<file path="src/hdl/dipole_quadrupole_correction_assert.svh">
// Assertion helpers for the dipole/quadrupole correction block.
// They expect clk and rst_n in scope.
`ifndef DIPOLE_QUADRUPOLE_CORRECTION_ASSERT_SVH
`define DIPOLE_QUADRUPOLE_CORRECTION_ASSERT_SVH

// same-cycle implication
`define DQC_ASSERT_IMP(label, ante, cons, msg) \
  label: assert property (@(posedge clk) disable iff (!rst_n) (ante) |-> (cons)) \
    else $error(msg);

// next-cycle implication
`define DQC_ASSERT_NXT(label, ante, cons, msg) \
  label: assert property (@(posedge clk) disable iff (!rst_n) (ante) |=> (cons)) \
    else $error(msg);

`endif

</file>
<file path="src/hdl/dqc_pkg.sv">
`default_nettype none

package dqc_pkg;

  localparam int FRAC      = 16;   // fractional bits of every value
  localparam int DIG_W     = 16;   // multiplier digit width
  localparam int STEP_W    = 5;
  localparam int CFG_IDX_W = 2;
  localparam int CFG_DATA_W = 1;
  localparam int K_W       = 20;

  // -4pi/3 and 2pi/3 in Q.16, rounded to nearest
  localparam logic signed [K_W-1:0] K_GRAD  = -20'sd274517;
  localparam logic signed [K_W-1:0] K_TRACE = 20'sd137258;

  typedef enum logic [1:0] {
    OP_CLEAR    = 2'd0,
    OP_PARTICLE = 2'd1,
    OP_TARGET   = 2'd2
  } op_t;

  typedef enum logic [CFG_IDX_W-1:0] {
    CFG_DIPOLE_EN   = 2'd0,
    CFG_GRADIENT_EN = 2'd1
  } cfg_idx_t;

  typedef enum logic [4:0] {
    SRC_ZERO, SRC_Q, SRC_X, SRC_Y, SRC_Z, SRC_MX, SRC_MY, SRC_MZ,
    SRC_KG, SRC_KT, SRC_DX, SRC_DY, SRC_DZ, SRC_T, SRC_W,
    SRC_GX, SRC_GY, SRC_GZ, SRC_QT, SRC_P
  } src_t;

  typedef enum logic [3:0] {
    DST_NONE, DST_DX, DST_DY, DST_DZ, DST_T, DST_W,
    DST_GX, DST_GY, DST_GZ, DST_QT
  } dst_t;

  // one sequencer step: optional multiply ma*mb into P, then dst = sat(aa + ab)
  typedef struct packed {
    logic mul;
    src_t ma;
    src_t mb;
    src_t aa;
    src_t ab;
    dst_t dst;
    logic last;
    logic gate;   // ends the sequence when dipole mode is off
  } uop_t;

  typedef struct packed {
    logic start;
  } mul_ctl_t;

  typedef struct packed {
    logic idle;
    logic done;
    logic ovf;
  } mul_stat_t;

  typedef struct packed {
    logic idle;
    logic res_valid;
  } core_stat_t;

  localparam logic [STEP_W-1:0] STEP_PART = 5'd0;
  localparam logic [STEP_W-1:0] STEP_TGT  = 5'd16;

  function automatic uop_t mk(logic mul, src_t ma, src_t mb, src_t aa, src_t ab,
                              dst_t dst, logic last, logic gate);
    uop_t u;
    u.mul  = mul;
    u.ma   = ma;
    u.mb   = mb;
    u.aa   = aa;
    u.ab   = ab;
    u.dst  = dst;
    u.last = last;
    u.gate = gate;
    return u;
  endfunction

  function automatic uop_t uop_rom(logic [STEP_W-1:0] step);
    uop_t u;
    case (step)
      // particle: dipole += q*p
      5'd0:  u = mk(1'b1, SRC_Q,  SRC_X,  SRC_DX,   SRC_P,  DST_DX, 1'b0, 1'b0);
      5'd1:  u = mk(1'b1, SRC_Q,  SRC_Y,  SRC_DY,   SRC_P,  DST_DY, 1'b0, 1'b0);
      5'd2:  u = mk(1'b1, SRC_Q,  SRC_Z,  SRC_DZ,   SRC_P,  DST_DZ, 1'b0, 1'b0);
      // r2, then trace += q*r2
      5'd3:  u = mk(1'b1, SRC_X,  SRC_X,  SRC_ZERO, SRC_P,  DST_W,  1'b0, 1'b0);
      5'd4:  u = mk(1'b1, SRC_Y,  SRC_Y,  SRC_W,    SRC_P,  DST_W,  1'b0, 1'b0);
      5'd5:  u = mk(1'b1, SRC_Z,  SRC_Z,  SRC_W,    SRC_P,  DST_W,  1'b0, 1'b0);
      5'd6:  u = mk(1'b1, SRC_Q,  SRC_W,  SRC_T,    SRC_P,  DST_T,  1'b0, 1'b1);
      // dipole mode: moments into dipole, 2*(m.p) into trace
      5'd7:  u = mk(1'b0, SRC_ZERO, SRC_ZERO, SRC_DX, SRC_MX, DST_DX, 1'b0, 1'b0);
      5'd8:  u = mk(1'b0, SRC_ZERO, SRC_ZERO, SRC_DY, SRC_MY, DST_DY, 1'b0, 1'b0);
      5'd9:  u = mk(1'b0, SRC_ZERO, SRC_ZERO, SRC_DZ, SRC_MZ, DST_DZ, 1'b0, 1'b0);
      5'd10: u = mk(1'b1, SRC_MX, SRC_X,  SRC_ZERO, SRC_P,  DST_W,  1'b0, 1'b0);
      5'd11: u = mk(1'b1, SRC_MY, SRC_Y,  SRC_W,    SRC_P,  DST_W,  1'b0, 1'b0);
      5'd12: u = mk(1'b1, SRC_MZ, SRC_Z,  SRC_W,    SRC_P,  DST_W,  1'b0, 1'b0);
      5'd13: u = mk(1'b0, SRC_ZERO, SRC_ZERO, SRC_W, SRC_W, DST_W,  1'b0, 1'b0);
      5'd14: u = mk(1'b0, SRC_ZERO, SRC_ZERO, SRC_T, SRC_W, DST_T,  1'b1, 1'b0);
      // target: gradient, scaled trace, then potential
      5'd16: u = mk(1'b1, SRC_KG, SRC_DX, SRC_ZERO, SRC_P,  DST_GX, 1'b0, 1'b0);
      5'd17: u = mk(1'b1, SRC_KG, SRC_DY, SRC_ZERO, SRC_P,  DST_GY, 1'b0, 1'b0);
      5'd18: u = mk(1'b1, SRC_KG, SRC_DZ, SRC_ZERO, SRC_P,  DST_GZ, 1'b0, 1'b0);
      5'd19: u = mk(1'b1, SRC_KT, SRC_T,  SRC_ZERO, SRC_P,  DST_QT, 1'b0, 1'b0);
      5'd20: u = mk(1'b1, SRC_GX, SRC_X,  SRC_ZERO, SRC_P,  DST_W,  1'b0, 1'b0);
      5'd21: u = mk(1'b1, SRC_GY, SRC_Y,  SRC_W,    SRC_P,  DST_W,  1'b0, 1'b0);
      5'd22: u = mk(1'b1, SRC_GZ, SRC_Z,  SRC_W,    SRC_P,  DST_W,  1'b0, 1'b0);
      5'd23: u = mk(1'b0, SRC_ZERO, SRC_ZERO, SRC_W, SRC_QT, DST_W, 1'b1, 1'b0);
      default: u = mk(1'b0, SRC_ZERO, SRC_ZERO, SRC_ZERO, SRC_ZERO, DST_NONE, 1'b1, 1'b0);
    endcase
    return u;
  endfunction

endpackage

`default_nettype wire

</file>
<file path="src/hdl/dqc_mul.sv">
`default_nettype none

// Sign-magnitude multiplier, one 16-bit digit of b per cycle, MSB first.
// Result is floored to Q.16 and clamped to ACC_WIDTH.
module dqc_mul #(
  parameter int OPW       = 64,
  parameter int ACC_WIDTH = 64
) (
  input  wire logic                        clk,
  input  wire logic                        rst_n,
  input  wire dqc_pkg::mul_ctl_t           ctl,
  input  wire logic signed [OPW-1:0]       op_a,
  input  wire logic signed [OPW-1:0]       op_b,
  output dqc_pkg::mul_stat_t               stat,
  output logic signed [ACC_WIDTH-1:0]      result
);

  localparam int NDIG  = (OPW + dqc_pkg::DIG_W - 1) / dqc_pkg::DIG_W;
  localparam int UBW   = NDIG * dqc_pkg::DIG_W;
  localparam int PW    = OPW + UBW;
  localparam int SW    = PW + 1;
  localparam int CNT_W = $clog2(NDIG + 1);
  localparam int DW    = dqc_pkg::DIG_W;

  localparam logic signed [ACC_WIDTH-1:0] ACC_MAX = {1'b0, {(ACC_WIDTH-1){1'b1}}};
  localparam logic signed [ACC_WIDTH-1:0] ACC_MIN = {1'b1, {(ACC_WIDTH-1){1'b0}}};

  typedef enum logic [1:0] {M_IDLE, M_RUN, M_FIN} mstate_t;

  mstate_t                     state_r;
  logic [OPW-1:0]              ua_r;
  logic [UBW-1:0]              ub_r;
  logic                        neg_r;
  logic [PW-1:0]               acc_r;
  logic [CNT_W-1:0]            cnt_r;
  logic signed [ACC_WIDTH-1:0] result_r;
  logic                        ovf_r;
  logic                        done_r;

  logic [OPW-1:0]              mag_a, mag_b;
  logic [DW-1:0]               digit;
  logic [OPW+DW-1:0]           pp;
  logic [PW-1:0]               acc_nxt;
  logic signed [SW-1:0]        prod_s, prod_q;
  logic [SW-ACC_WIDTH:0]       prod_hi;
  logic                        fits;
  logic signed [ACC_WIDTH-1:0] clamp_val;

  assign mag_a = op_a[OPW-1] ? (~unsigned'(op_a) + OPW'(1)) : unsigned'(op_a);
  assign mag_b = op_b[OPW-1] ? (~unsigned'(op_b) + OPW'(1)) : unsigned'(op_b);

  assign digit   = ub_r[UBW-1 -: DW];
  assign pp      = ua_r * digit;
  assign acc_nxt = {acc_r[PW-DW-1:0], {DW{1'b0}}} + PW'(pp);

  // apply sign, floor to 16 fractional bits, check range
  assign prod_s    = neg_r ? -signed'({1'b0, acc_r}) : signed'({1'b0, acc_r});
  assign prod_q    = prod_s >>> dqc_pkg::FRAC;
  assign prod_hi   = prod_q[SW-1:ACC_WIDTH-1];
  assign fits      = (&prod_hi) | ~(|prod_hi);
  assign clamp_val = fits ? prod_q[ACC_WIDTH-1:0] : (prod_q[SW-1] ? ACC_MIN : ACC_MAX);

  always_ff @(posedge clk) begin
    if (!rst_n) begin
      state_r <= M_IDLE;
      done_r  <= 1'b0;
    end else begin
      done_r <= 1'b0;
      case (state_r)
        M_IDLE: begin
          if (ctl.start) begin
            ua_r    <= mag_a;
            ub_r    <= UBW'(mag_b);
            neg_r   <= op_a[OPW-1] ^ op_b[OPW-1];
            acc_r   <= '0;
            cnt_r   <= '0;
            state_r <= M_RUN;
          end
        end
        M_RUN: begin
          acc_r <= acc_nxt;
          ub_r  <= {ub_r[UBW-DW-1:0], {DW{1'b0}}};
          cnt_r <= CNT_W'(cnt_r + 1'b1);
          if (cnt_r == CNT_W'(NDIG - 1)) begin
            state_r <= M_FIN;
          end
        end
        M_FIN: begin
          result_r <= clamp_val;
          ovf_r    <= ~fits;
          done_r   <= 1'b1;
          state_r  <= M_IDLE;
        end
        default: state_r <= M_IDLE;
      endcase
    end
  end

  assign stat.idle = (state_r == M_IDLE);
  assign stat.done = done_r;
  assign stat.ovf  = ovf_r;
  assign result    = result_r;

endmodule

`default_nettype wire

</file>
<file path="config.mk">
export PLATFORM = sky130hd
export DESIGN_NAME = dqc_mul
export DESIGN_NICKNAME = d
export VERILOG_FILES = /design/src/hdl/dipole_quadrupole_correction_assert.svh /design/src/hdl/dqc_pkg.sv /design/src/hdl/dqc_mul.sv
export SDC_FILE = /design/constraint.sdc
export NUM_CORES = 2
export LEC_CHECK = 0
export BUFFER_PORTS_ARGS = -buffer_cell sky130_fd_sc_hd__buf_4
export CORE_ASPECT_RATIO = 0.9
export CORE_MARGIN = 1
export CORE_UTILIZATION = 48
export DETAILED_ROUTE_END_ITERATION = 16
export PLACE_DENSITY_LB_ADDON = 0.12
export SLEW_MARGIN = 15
export SYNTH_ARGS = -nofsm -noshare
export SYNTH_HDL_FRONTEND = slang
export SYNTH_SLANG_ARGS = --single-unit
</file>
<file path="constraint.sdc">
create_clock -name clk -period 22.5 [get_ports clk]
set_input_delay 1.125 -clock clk [delete_from_list [all_inputs] [get_ports clk]]
set_output_delay 1.125 -clock clk [all_outputs]
set_load 0.05 [all_outputs]
</file>
### Word level (Yosys, flattened, before mapping)

Cells that the tools add are included.

| storage, ports and cells | value |
|---|---|
| register bits after elaboration | 328 |
| word-level logic and storage cells | 50 |
| output and inout port bits | 67 |
| input bits | 131 |

| cells by class | value |
|---|---|
| reductions and logical operators | 8 |
| multiply operators | 1 |
| add/sub/neg operators | 5 |
| bitwise gates (word level) | 6 |
| muxes and demuxes | 15 |
| equal/unequal tests | 5 |

Operators with widths:

| cell | count |
|---|---|
| $mux 64 | 4 |
| $pmux 128 s2 | 1 |
| $mux 129 | 1 |
| $neg 128->129 | 1 |
| $add 128x80->128 | 1 |
| $add 64x1->64 const B | 2 |
| $mux 128 | 1 |
| $not 64->64 | 2 |
| $pmux 64 s2 | 1 |
| $mul 64x16->80 | 1 |
| $mux 63 | 1 |
| $reduce_and 50->1 | 1 |
| $reduce_or 50->1 | 1 |
| $pmux 3 s2 | 1 |
| $reduce_and 3->1 | 2 |
| $mux 2 | 2 |
| $ne 2x2->1 const B | 2 |
| $pmux 2 s2 | 1 |
| $reduce_and 2->1 | 2 |
| $add 3x1->3 const B | 1 |
| $eq 3x2->1 const B | 1 |
| $mux 3 | 1 |
| $eq 2x1->1 const B | 1 |
| $eq 2x2->1 const B | 1 |
| 6 further kinds | 7 |

### Longest topological paths before layout

| logic depth | value |
|---|---|
| depth after elaboration | 6 |
| depth in mapped cells | 29 |
| mapped depth without buffers | 25 |

### Least setup slack after synthesis

No wires, ideal clock.

| path | value |
|---|---|
| path kind | reg-to-reg |
| start | register ub_r[54] |
| end | register acc_r[109], data pin |
| required time | 22353 ps |
| data arrival time | 7119 ps |
| period minus slack after synthesis | 7266 ps |
| setup slack | 15234 ps |
| setup time | 147 ps |
| path buffers | 4 |
| cell stages (with the launch flop) | 29 |
| path through | edfxtp_1 -> clkbuf_1 -> clkbuf_1 -> nand2_1 -> fa_1 -> inv_1 -> fa_1 -> inv_1 -> fa_1 -> inv_1 -> fa_1 -> fa_1 -> inv_1 -> fa_1 -> inv_1 -> ha_1 -> clkbuf_1 -> nand4_1 -> nor4_1 -> nand3_1 -> a211oi_1 -> a211oi_1 -> a21oi_1 -> o21ai_0 -> o22ai_1 -> clkbuf_1 -> nand4_1 -> or3_1 -> a21oi_1 |

| between the ends | value |
|---|---|
| word-level cells in the longest chain between the ends | 3 |

RTL lines:

| element | line | RTL |
|---|---|---|
| start, declared | dqc_mul.sv:32 | `logic [UBW-1:0] ub_r;` |
| start signal, assigned | dqc_mul.sv:73 | `ub_r <= UBW'(mag_b);` |
| start signal, assigned | dqc_mul.sv:82 | `ub_r <= {ub_r[UBW-DW-1:0], {DW{1'b0}}};` |
| $mul 64x16->80 | dqc_mul.sv:53 | `assign pp = ua_r * digit;` |
| $add 128x80->128 | dqc_mul.sv:54 | `assign acc_nxt = {acc_r[PW-DW-1:0], {DW{1'b0}}} + PW'(pp);` |
| $pmux 128 s2 | dqc_mul.sv:69 | `case (state_r)` |
| end signal, assigned | dqc_mul.sv:81 | `acc_r <= acc_nxt;` |
| end, declared | dqc_mul.sv:34 | `logic [PW-1:0] acc_r;` |

No other way between the ends.
A chain may end at the register's enable or synchronous reset.

### Final worst setup path

| path | value |
|---|---|
| start | register ub_r[59] |
| end | register acc_r[127], data pin |

The elaborated chain is that of the path after synthesis.

==> out/results.ini <==
[clock_network]
cts-root-buf=clkbuf_16
cts.clk_slew.worst_paths_ns=0.06
cts_tree=done
post_cts_buffers=0
hold_buffers=0
cts_buffers=42
cts-resized-gates=0
clkSinkCount=328
h-tree-depth=2
clkLatencyLatePin_ns=0.63
cts.path.max_buffers=3

[yosys]
synth_edf_count=325
ys_warn_count=0
synth_top_area_share_pct=35.3
ys_seq_area_share_pct=18.6
yosys.cell_types.count=78
syn_nets=7017
syn_inst=5784
synth_area_leader_cell=fa_1
synth.area.top_cells=fa_1, edfxtp_1, inv_1, nand2_1, and2_1
synthFlopType=edfxtp_1
netlist_area_mm2=0.0528
syn-mean-instance-area_um2=9.12
async_reset_ff_share_pct=0
synth_seq_cells=328

[sta]
fmax_mhz=107
hold_violations=0
worst_slew_pin_slew_ns=1.25
final_max_slew_viol_count=0
finClkSkew_ns=0.0366
fin_crit_sh_pct=41.5
rsz0062_at_grt=no
period_minus_slack_ns=9.33
relSlewSlack_pct=15.9
finalSetupViolCount=0
tns_ns=0

[cells_and_area]
n_antenna_cell=0
areaGrowthSynthToFinish_pct=6.96
nNetsFinal=6966
fill_cells=10200
drive_above_1_share_pct=6.16

[floorplanning]
die_area_mm2=0.111
die_y_um=317
coreArea_mm2=0.108
rows=114
floorplan.die.width_um=351
initial_core_util_pct=48.8
io_pins=198

[setup_path]
reg2reg_depth=24
cp.required_ns=22.95
crit_arrival_ns=9.78
worst-setup-path-type=register to register
critPathLaunchType=register
endpoint_kind=register
crit_fanout=53

[outcome]
status=finished, final reports clean

[routing]
routed-via-count=40500
wirelength_mm=160
wl_per_cell_um=22.2
postRouteAntennaNets=0
drc=0
first_pass_iters=6
drt_iter0_markers=3588
avgViaCountPerCell=5.62

[global_route]
grt_start_max_net_pins=109
use_met3_pct=6.46
top_usage_layer=met2
grt_pass1_wl_mm=251
met2_usage_pct=44.5
overflow=0
grt_pass1_vias=41900
antenna_found_initial=6
grt_util_all_layers_pct=29.7
use_met1_pct=44.1

[place]
gp_congestion=0.959
io_buffers=197
hpwl_mm=123

[worst_hold_path]
worst_hold_path.num_cells=2
hold_path_class=register to register

[run]
drv_cap=0

-- metal layers --
metal	wire length, µm	part of all wire, %
met5	34	0.021
met4	3530	2.2
met3	15200	9.5
met2	68800	43
met1	72500	45
-- cell type report --
cell class	instances	area, µm²	share of cell area (%)
clock buffer	48	1070	1.90
tap	1450	1810	3.22
multi-input combinational	4010	37400	66.3
sequential	328	9820	17.4
inverter	1113	4180	7.41
clock inverter	26	323	0.572
timing repair buffer	238	1790	3.17
-- Yosys cell counts, drive strengths merged, types with 25 or more instances --
| cell type | number |
|---|---|
| inv | 1113 |
| fa | 930 |
| nand2 | 895 |
| and2 | 378 |
| edfxtp | 325 |
| clkbuf | 314 |
| o21ai | 201 |
| nor2 | 192 |
| ha | 172 |
| xnor2 | 168 |
| a21oi | 148 |
| xor2 | 135 |
| o31ai | 73 |
| or3 | 69 |
| mux2i | 68 |
| nand4 | 62 |
| or4 | 59 |
| nand3 | 56 |
| a21o | 46 |
| nor4 | 39 |
| nor3 | 38 |
| o41ai | 38 |
| and3 | 29 |
| or2 | 25 |
-- layout by cell type, fill, tap and decap left out, drive strengths merged, types with 6 or more instances in the layout --
master	synthesis	final
nand3	56	56
edfxtp	325	325
nand4	62	62
xnor2	168	168
o41ai	38	38
or4	59	59
and3	29	29
buf	19	238
ha	172	172
nand2b	18	18
o2111ai	10	10
a31oi	14	14
o211ai	6	6
mux2i	68	68
and2	378	378
nor2b	10	10
nor3b	6	6
nor3	38	38
o21a	16	16
xor2	135	135
nor2	192	192
o21ai	201	201
nand2	895	895
and4	8	8
inv	1113	1113
a21oi	148	148
o31ai	73	73
o21bai	20	20
a21o	46	46
nor4	39	39
clkbuf	314	48
or2	25	25
a211oi	11	11
fa	930	930
or3	69	69
clkinv	0	17
-- flip-flops by register name, summed over array words and instances, names as in the netlist, 2 cells and up --
name     flops
ub_r        64
cnt_r        3
ua_r        64
result      64
state_r      2
acc_r      128
-- path summary, 6_finish.rpt --
path,startpoint,to,slack [ns]
setup / recovery,ub_r[59],acc_r[127],13.17
hold / removal,ub_r[29],ub_r[45],0.52
setup reg to reg,ub_r[59],acc_r[127],13.17
hold reg to reg,ub_r[29],ub_r[45],0.52
-- worst max-delay path: stages (launching register included) --
cell	delay (ns)
edfxtp_1	0.61
buf_4	0.73
nand2_1	0.16
fa_1	0.55
inv_1	0.05
fa_1	0.46
fa_1	0.52
fa_1	0.52
fa_1	0.55
inv_1	0.06
fa_1	0.54
inv_1	0.05
ha_1	0.53
nand4_1	0.36
nor4_1	0.60
nand2_1	0.21
o221ai_1	0.37
a211oi_1	0.21
a21oi_1	0.30
o21ai_0	0.16
o22ai_1	0.13
buf_4	0.22
nand4_1	0.40
or4_1	0.62
a21oi_1	0.15
-- kinds of logic (layout without fill, tap and decap cells) --
group / Yosys count / after routing / synth area share (%)
muxes: 70 / 70 / 1.33
buffers and inverters: 1446 / 1425 / 10.5
adders and majority gates: 1102 / 1102 / 39.4
DFF: 328 / 328 / 18.6
and+or+nand+nor: 1904 / 1904 / 17.6
xor gates and xnor gates: 303 / 303 / 5.03
AOI/OAI and AO/OA: 631 / 631 / 7.55
-- through the flow --
stage               area, µm²  util (%)  hold WS, ns  instances  worst slack, ns
floorplan               52800         -        0.496       5784            15.23
global placement        55000      50.9        0.510       7139            13.33
detailed placement      55000      50.9        0.511       7139            13.24
CTS                     56400      52.2        0.524       7213            13.22
global route            56400      52.2        0.538       7213            12.76
finish                  56400      52.2        0.523       7213            13.17
Power is left out: the tool's default activity adds up to more than one toggle a clock period on the data nets, which glitch-free logic cannot reach.
